--- src/rtl/core/bta_pkg.sv ---
// Shared types, constants and the digit-to-ASCII mapping for the number formatter.
package bta_pkg;

  localparam int VALUE_FIELD_W = 32;
  localparam int VALUE_EXT_W   = 64;
  localparam int DIGIT_W       = 4;
  localparam int CHAR_W        = 7;

  localparam logic [CHAR_W-1:0] ASCII_ZERO   = 7'd48;
  // 'A' minus ten, so that digit ten maps onto 'A'
  localparam logic [CHAR_W-1:0] ASCII_LETTER = 7'd55;
  localparam logic [DIGIT_W-1:0] DEC_MAX_DIGIT = 4'd9;
  localparam logic [DIGIT_W-1:0] BCD_ADJ_MIN   = 4'd5;
  localparam logic [DIGIT_W-1:0] BCD_ADJ       = 4'd3;

  typedef struct packed {
    logic [VALUE_FIELD_W-1:0] value;
    logic                     mode;
  } req_t;

  typedef struct packed {
    logic [CHAR_W-1:0] digit_char;
    logic              last;
  } rsp_t;

  typedef struct packed {
    logic clear;  // zero the digit
    logic conv;   // shift one bit in
    logic dec;    // apply the add-three correction before the shift
    logic emit;   // take the digit of the lower neighbour
  } cell_ctrl_t;

  typedef enum logic [1:0] {
    ST_IDLE,
    ST_CONV,
    ST_EMIT
  } state_t;

  function automatic logic [CHAR_W-1:0] digit_ascii(input logic [DIGIT_W-1:0] d);
    logic [CHAR_W-1:0] dx;
    dx = {{(CHAR_W-DIGIT_W){1'b0}}, d};
    if (d <= DEC_MAX_DIGIT) begin
      return ASCII_ZERO + dx;
    end
    return ASCII_LETTER + dx;
  endfunction

endpackage

--- src/rtl/core/bta_cell.sv ---
// One digit cell: double-dabble step in decimal, plain shift in hex, digit hand-over on output.
module bta_cell
  import bta_pkg::*;
(
  input  logic               clk,
  input  cell_ctrl_t         ctrl,
  input  logic               bit_in,
  input  logic [DIGIT_W-1:0] digit_in,
  output logic               bit_out,
  output logic [DIGIT_W-1:0] digit_q
);

  logic [DIGIT_W-1:0] digit;
  logic [DIGIT_W-1:0] digit_next;
  logic [DIGIT_W-1:0] corr;

  assign corr    = (ctrl.dec && digit >= BCD_ADJ_MIN) ? digit + BCD_ADJ : digit;
  assign bit_out = corr[DIGIT_W-1];
  assign digit_q = digit;

  always_comb begin
    priority if (ctrl.clear) begin
      digit_next = '0;
    end else if (ctrl.conv) begin
      digit_next = {corr[DIGIT_W-2:0], bit_in};
    end else if (ctrl.emit) begin
      digit_next = digit_in;
    end else begin
      digit_next = digit;
    end
  end

  always_ff @(posedge clk) begin
    digit <= digit_next;
  end

endmodule

--- src/rtl/core/bta_chain.sv ---
// Row of digit cells, least significant at index zero; the top cell feeds the output.
module bta_chain
  import bta_pkg::*;
#(
  parameter int NCELL = 10
) (
  input  logic               clk,
  input  cell_ctrl_t         ctrl,
  input  logic               bit_in,
  output logic [DIGIT_W-1:0] top_digit
);

  logic [NCELL:0]     carry;
  logic [DIGIT_W-1:0] digits [NCELL+1];

  assign carry[0]  = bit_in;
  assign digits[0] = '0;

  for (genvar i = 0; i < NCELL; i++) begin : g_cell
    bta_cell u_cell (
      .clk      (clk),
      .ctrl     (ctrl),
      .bit_in   (carry[i]),
      .digit_in (digits[i]),
      .bit_out  (carry[i+1]),
      .digit_q  (digits[i+1])
    );
  end

  // the carry out of the top cell is not needed: the row is wide enough
  assign top_digit = digits[NCELL];

endmodule

--- src/rtl/core/binary_to_ascii_number_formatter.sv ---
// Top level of the binary to ASCII number formatter: control, serial feed and output register.
//
// Each accepted item (value, mode) is turned into its ASCII digits, most significant first,
// one result item per digit, with leading zeros dropped and the final digit marked by last.
// Mode 0 gives decimal, mode 1 upper-case hexadecimal; a zero value gives a single '0'.
// Only the low VALUE_WIDTH bits of value are used (zero-extended above 32 bits).
// The value is fed bit-serially, most significant bit first, into a row of four-bit digit
// cells: in decimal each cell applies the add-three correction before shifting (double
// dabble), in hex the cells simply shift, so the row then holds the nibbles. After that the
// row shifts whole digits towards its top cell, one per cycle while the output register can
// take a digit (a held digit stalls it; a dropped leading zero never does), and the top
// digit is either dropped as a leading zero or sent. An item passes an accept state, a
// conversion phase with one step per value bit (the serial feed sets this) and an emit
// phase over each cell of the row (10 cells at the default width). The next item is taken
// once the last digit sits in the output register, even while it still waits to be taken.
module binary_to_ascii_number_formatter
  import bta_pkg::*;
#(
  parameter int VALUE_WIDTH = 32
) (
  input  logic clk,
  input  logic rst,
  input  logic req_valid,
  output logic req_ready,
  input  req_t req,
  output logic rsp_valid,
  input  logic rsp_ready,
  output rsp_t rsp
);

  localparam int W     = VALUE_WIDTH;
  // decimal digits of 2**W - 1; 1233/4096 approximates log10(2)
  localparam int NCELL = (VALUE_WIDTH * 1233) / 4096 + 1;
  localparam int BCW   = $clog2(W + 1);
  localparam int RCW   = $clog2(NCELL + 1);

  state_t state;
  state_t state_next;

  logic [W-1:0]       shreg;
  logic [BCW-1:0]     bit_cnt;
  logic [RCW-1:0]     remaining;
  logic               hex;
  logic               started;
  logic [VALUE_EXT_W-1:0] value_ext;
  logic [DIGIT_W-1:0] top_digit;
  cell_ctrl_t         ctrl;
  logic               take;
  logic               skip;

  assign req_ready = (state == ST_IDLE);
  assign value_ext = {{(VALUE_EXT_W-VALUE_FIELD_W){1'b0}}, req.value};

  // Next state and cell control.
  always_comb begin
    state_next = state;
    ctrl       = '0;
    take       = 1'b0;
    skip       = 1'b0;
    unique case (state)
      ST_IDLE: begin
        if (req_valid) begin
          ctrl.clear = 1'b1;
          state_next = ST_CONV;
        end
      end
      ST_CONV: begin
        ctrl.conv = 1'b1;
        ctrl.dec  = ~hex;
        if (bit_cnt == BCW'(1)) begin
          state_next = ST_EMIT;
        end
      end
      ST_EMIT: begin
        // drop leading zeros, but always keep the final digit
        if (!started && top_digit == '0 && remaining != RCW'(1)) begin
          skip      = 1'b1;
          ctrl.emit = 1'b1;
        end else if (!rsp_valid || rsp_ready) begin
          take      = 1'b1;
          ctrl.emit = 1'b1;
          if (remaining == RCW'(1)) begin
            state_next = ST_IDLE;
          end
        end
      end
      default: begin
        state_next = ST_IDLE;
      end
    endcase
  end

  always_ff @(posedge clk) begin
    if (rst) begin
      state <= ST_IDLE;
    end else begin
      state <= state_next;
    end
  end

  // Serial feed, counters and mode.
  always_ff @(posedge clk) begin
    if (state == ST_IDLE && req_valid) begin
      shreg     <= value_ext[W-1:0];
      bit_cnt   <= BCW'(W);
      remaining <= RCW'(NCELL);
      hex       <= req.mode;
    end else begin
      if (state == ST_CONV) begin
        shreg   <= shreg << 1;
        bit_cnt <= bit_cnt - BCW'(1);
      end
      if (take || skip) begin
        remaining <= remaining - RCW'(1);
      end
    end
  end

  always_ff @(posedge clk) begin
    if (rst) begin
      started <= 1'b0;
    end else if (state == ST_IDLE && req_valid) begin
      started <= 1'b0;
    end else if (take) begin
      started <= 1'b1;
    end
  end

  bta_chain #(
    .NCELL (NCELL)
  ) u_chain (
    .clk       (clk),
    .ctrl      (ctrl),
    .bit_in    (shreg[W-1]),
    .top_digit (top_digit)
  );

  // Output register: hold the digit until taken, advance on take.
  always_ff @(posedge clk) begin
    if (rst) begin
      rsp_valid <= 1'b0;
    end else if (take) begin
      rsp_valid <= 1'b1;
    end else if (rsp_ready) begin
      rsp_valid <= 1'b0;
    end
  end

  always_ff @(posedge clk) begin
    if (take) begin
      rsp.digit_char <= digit_ascii(top_digit);
      rsp.last       <= (remaining == RCW'(1));
    end
  end

endmodule
--- config.mk ---
export PLATFORM = sky130hd
export DESIGN_NAME = binary_to_ascii_number_formatter
export DESIGN_NICKNAME = d
export VERILOG_FILES = /design/src/rtl/core/bta_pkg.sv /design/src/rtl/core/bta_cell.sv /design/src/rtl/core/bta_chain.sv /design/src/rtl/core/binary_to_ascii_number_formatter.sv
export SDC_FILE = /design/constraint.sdc
export NUM_CORES = 1
export LEC_CHECK = 0
export BUFFER_PORTS_ARGS = -buffer_cell sky130_fd_sc_hd__buf_2
export CAP_MARGIN = 40
export CORE_MARGIN = 1
export CORE_UTILIZATION = 55
export CTS_CLUSTER_DIAMETER = 80
export DETAILED_ROUTE_END_ITERATION = 6
export PLACE_DENSITY_LB_ADDON = 0.1
export SYNTH_ARGS = -nofsm -noshare
export SYNTH_HDL_FRONTEND = slang
export SYNTH_HIERARCHICAL = 1
export SYNTH_SLANG_ARGS = --single-unit
--- constraint.sdc ---
create_clock -name clk -period 10.1 [get_ports clk]
set_input_delay 1.01 -clock clk [delete_from_list [all_inputs] [get_ports clk]]
set_output_delay 1.01 -clock clk [all_outputs]
set_load 0.05 [all_outputs]
==> run summary <==
The classification of the worst-slack hold path is flop to flop. The row count came out at 35. The fmax came out at 358.0 MHz. Setup violations remaining at the end of the flow were counted as 0.

For the worst setup path, the data required time is 10.34 ns. Across all register-to-register paths, the minimum setup slack is 7.43 ns. The post-route clock period utilization came out at 0.2766. The total standard cell area after synthesis came out at 5359 sq um. The count of yosys warnings during synthesis is 6. The buffer levels on the longest clock path came out at 2. Measured against its own limit, the worst slew margin works out to 0.5027. The CTS clock-pin slew for the worst setup and hold paths is 0.10 ns. In this run, the number of DRC markers left after iteration 0 of detailed routing was 183.

The worst setup skew after layout came out at 0.01755 ns. The total congestion overflow came out at 0. Setup repair after global routing left no endpoint under its margin. The static leakage is 0.002309 uW. CTS saw 95 sinks. In the synthesized netlist, the number of instances is 576. The floorplan step set the die height to 100.7 um.

In the routed design, unresolved DRC markers number 0. Buffers added to address setup during post-CTS repair amount to 0. For this design the ratio of total power to cell area is 202.1 nW/um^2. The number of CTS-inserted buffers is 9. The hold violation total from the final report came out at 0. The hold-critical path endpoint is bit_cnt[0]. After clock tree synthesis, the repair step resized 0 gates. In this run the tool buffered the top-level ports with 46 buffer cells.

The time the final worst path needs with I/O delays and setup came out at 2.793 ns. The horizontal die dimension is 100.7 um. The area of the core came out at 9328 sq um.

The destination of the worst register-to-register timing path is u_chain/g_cell[0].u_cell/digit_q[2]. The number of ports placed on the die boundary is 47. The routability congestion estimate from global placement came out at 0.7856. The via count of the first global-routing pass came out at 3970. The area growth from synthesis to layout is 10.46%. By startpoint and endpoint, the worst setup path is classified as input port to flop.

The number of non-filler instances in the completed layout came out at 759. The quantity of hold-fixing buffers added after cts is 0. The worst-case reg-to-reg path depth came out at 7. The number of placed instances with taps included is 743. The top cell types in the final layout, fill and taps aside, are sky130_fd_sc_hd__nand2_1, sky130_fd_sc_hd__o21ai_0, sky130_fd_sc_hd__dfxtp_1. The tool flagged a number of max-cap violations equal to 0. The wire length of the first global-routing pass came out at 17810 um.

The die outline area is 10140 sq um. The wire length per cell after detailed routing came out at 13.81 um. The worst hold slack after final layout came out at 0.4900 ns. The H-tree depth reported by CTS came out at 3. The cell sitting at the root of the clock tree is a sky130_fd_sc_hd__clkbuf_8. The worst setup path is captured at a flop. The worst register-to-register path begins at state[1].

The startpoint identified for the worst hold timing path is bit_cnt[0]. In the routed layout, each cell is associated on average with a via count of 5.675. The antenna diode count is 0. The total wire length came out at 10480 um. The number of antenna violations at the first check in global routing is 0. The number of nets with antenna violations after routing came out at 0.

Counting instances, the worst hold path has a depth of 2. The first TritonRoute pass finished after 4 iterations. The mean instance size in the synthesized netlist came out at 9.304 sq um. The max-slew violation count was 0. The half-perimeter wire length of the detailed placement result is 6955 um. The maximum resistive drop on vdd is 113.6 uV.

At the pin with the least slew margin, the transition time is 0.7460 ns. The worst-path maximum fanout came out at 77. TritonCTS built the clock tree. Data arrives at the worst endpoint at 3.03 ns. The library cell used most frequently in the layout, excluding fill and tap cells, is sky130_fd_sc_hd__nand2_1. For the final routed database, the setup TNS stands at 0 ns. The number of vias after detailed routing is 4307.

The clock latency on the worst-skew pair came out at 0.36 ns. STA classifies the critical path startpoint as an input port. For this configuration, the core starts out at a cell density of 0.5745.

The number of nets in the layout is 689. Of the cells placed in the final design, the portion with a size suffix greater than 1 is 0.1556. The flow ran to the end, and the final reports show no timing, DRC or antenna violations. For this run, the total global-route usage over all layers was measured as 0.2162. The maximum number of pins on one net before global-route repair is 78.
## report_power, final
part	leakage, uW	internal (uW)	switching (uW)	total (uW)
Clock	0.0000945	95.4	148	243
Combinational	0.00137	156	213	369
Sequential	0.000842	501	82.9	584
Total	0.00231	753	443	1200
## stage by stage
stage	total power [uW]	setup WS, ns	cell area (sq um)	utilization
detailed placement	962.5	6.928	5734	0.6148
floorplan	864.1	5.969	5370	-
global route	1283	7.063	5919	0.6346
finish	1196	7.307	5919	0.6346
CTS	1205	7.301	5919	0.6346
global placement	939.3	6.995	5729	0.6142
## per-layer routing
| metal | share of wire | up-vias | GRT usage |
|---|---|---|---|
| met2 | 0.50 | 72 | 0.3841 |
| met4 | 0.012 | 0 | 0.06466 |
| met3 | 0.027 | 11 | 0.02982 |
| met1 | 0.46 | 2053 | 0.2729 |
| li1 | - | 2171 | - |
| met5 | 0 | - | 0 |
## worst max-delay path by stage
stage	end	slack (ns)	startpoint
2_1_floorplan	u_chain/g_cell[0].u_cell/digit_q[0]	5.97	rsp_ready
3_3_place_gp	u_chain/g_cell[2].u_cell/digit_q[2]	6.99	req_valid
3_5_place_dp	u_chain/g_cell[0].u_cell/digit_q[2]	6.93	req_valid
4_1_cts	u_chain/g_cell[0].u_cell/digit_q[2]	7.30	req_valid
5_1_grt	u_chain/g_cell[0].u_cell/digit_q[2]	7.06	req_valid
6_report	u_chain/g_cell[1].u_cell/digit_q[2]	7.31	req_valid
## critical path, stage by stage
cell and delay (ns):
sky130_fd_sc_hd__buf_2 0.11, sky130_fd_sc_hd__nand2_2 0.48, sky130_fd_sc_hd__inv_2 0.26, sky130_fd_sc_hd__buf_4 0.41, sky130_fd_sc_hd__or4_1 0.61, sky130_fd_sc_hd__o311ai_0 0.10
## final cells by class
class / count / area, sq um
sequential: 95 / 2312
clock buffer: 9 / 123.9
tap: 129 / 161.4
fill: 813 / 3408
inverter: 51 / 191.4
timing repair buffer: 52 / 272.8
clock inverter: 7 / 61.31
multi-input combinational: 416 / 2796
## sequential cells by signal, summed over array words and instances, names as in the netlist
register                       count
state                              2
u_chain/g_cell.u_cell/digit_q     40
shreg                             32
bit_cnt                            6
rsp_valid                          1
remaining                          4
hex                                1
started                            1
rsp                                8
No activity file was read; power rests on OpenSTA's default activity.
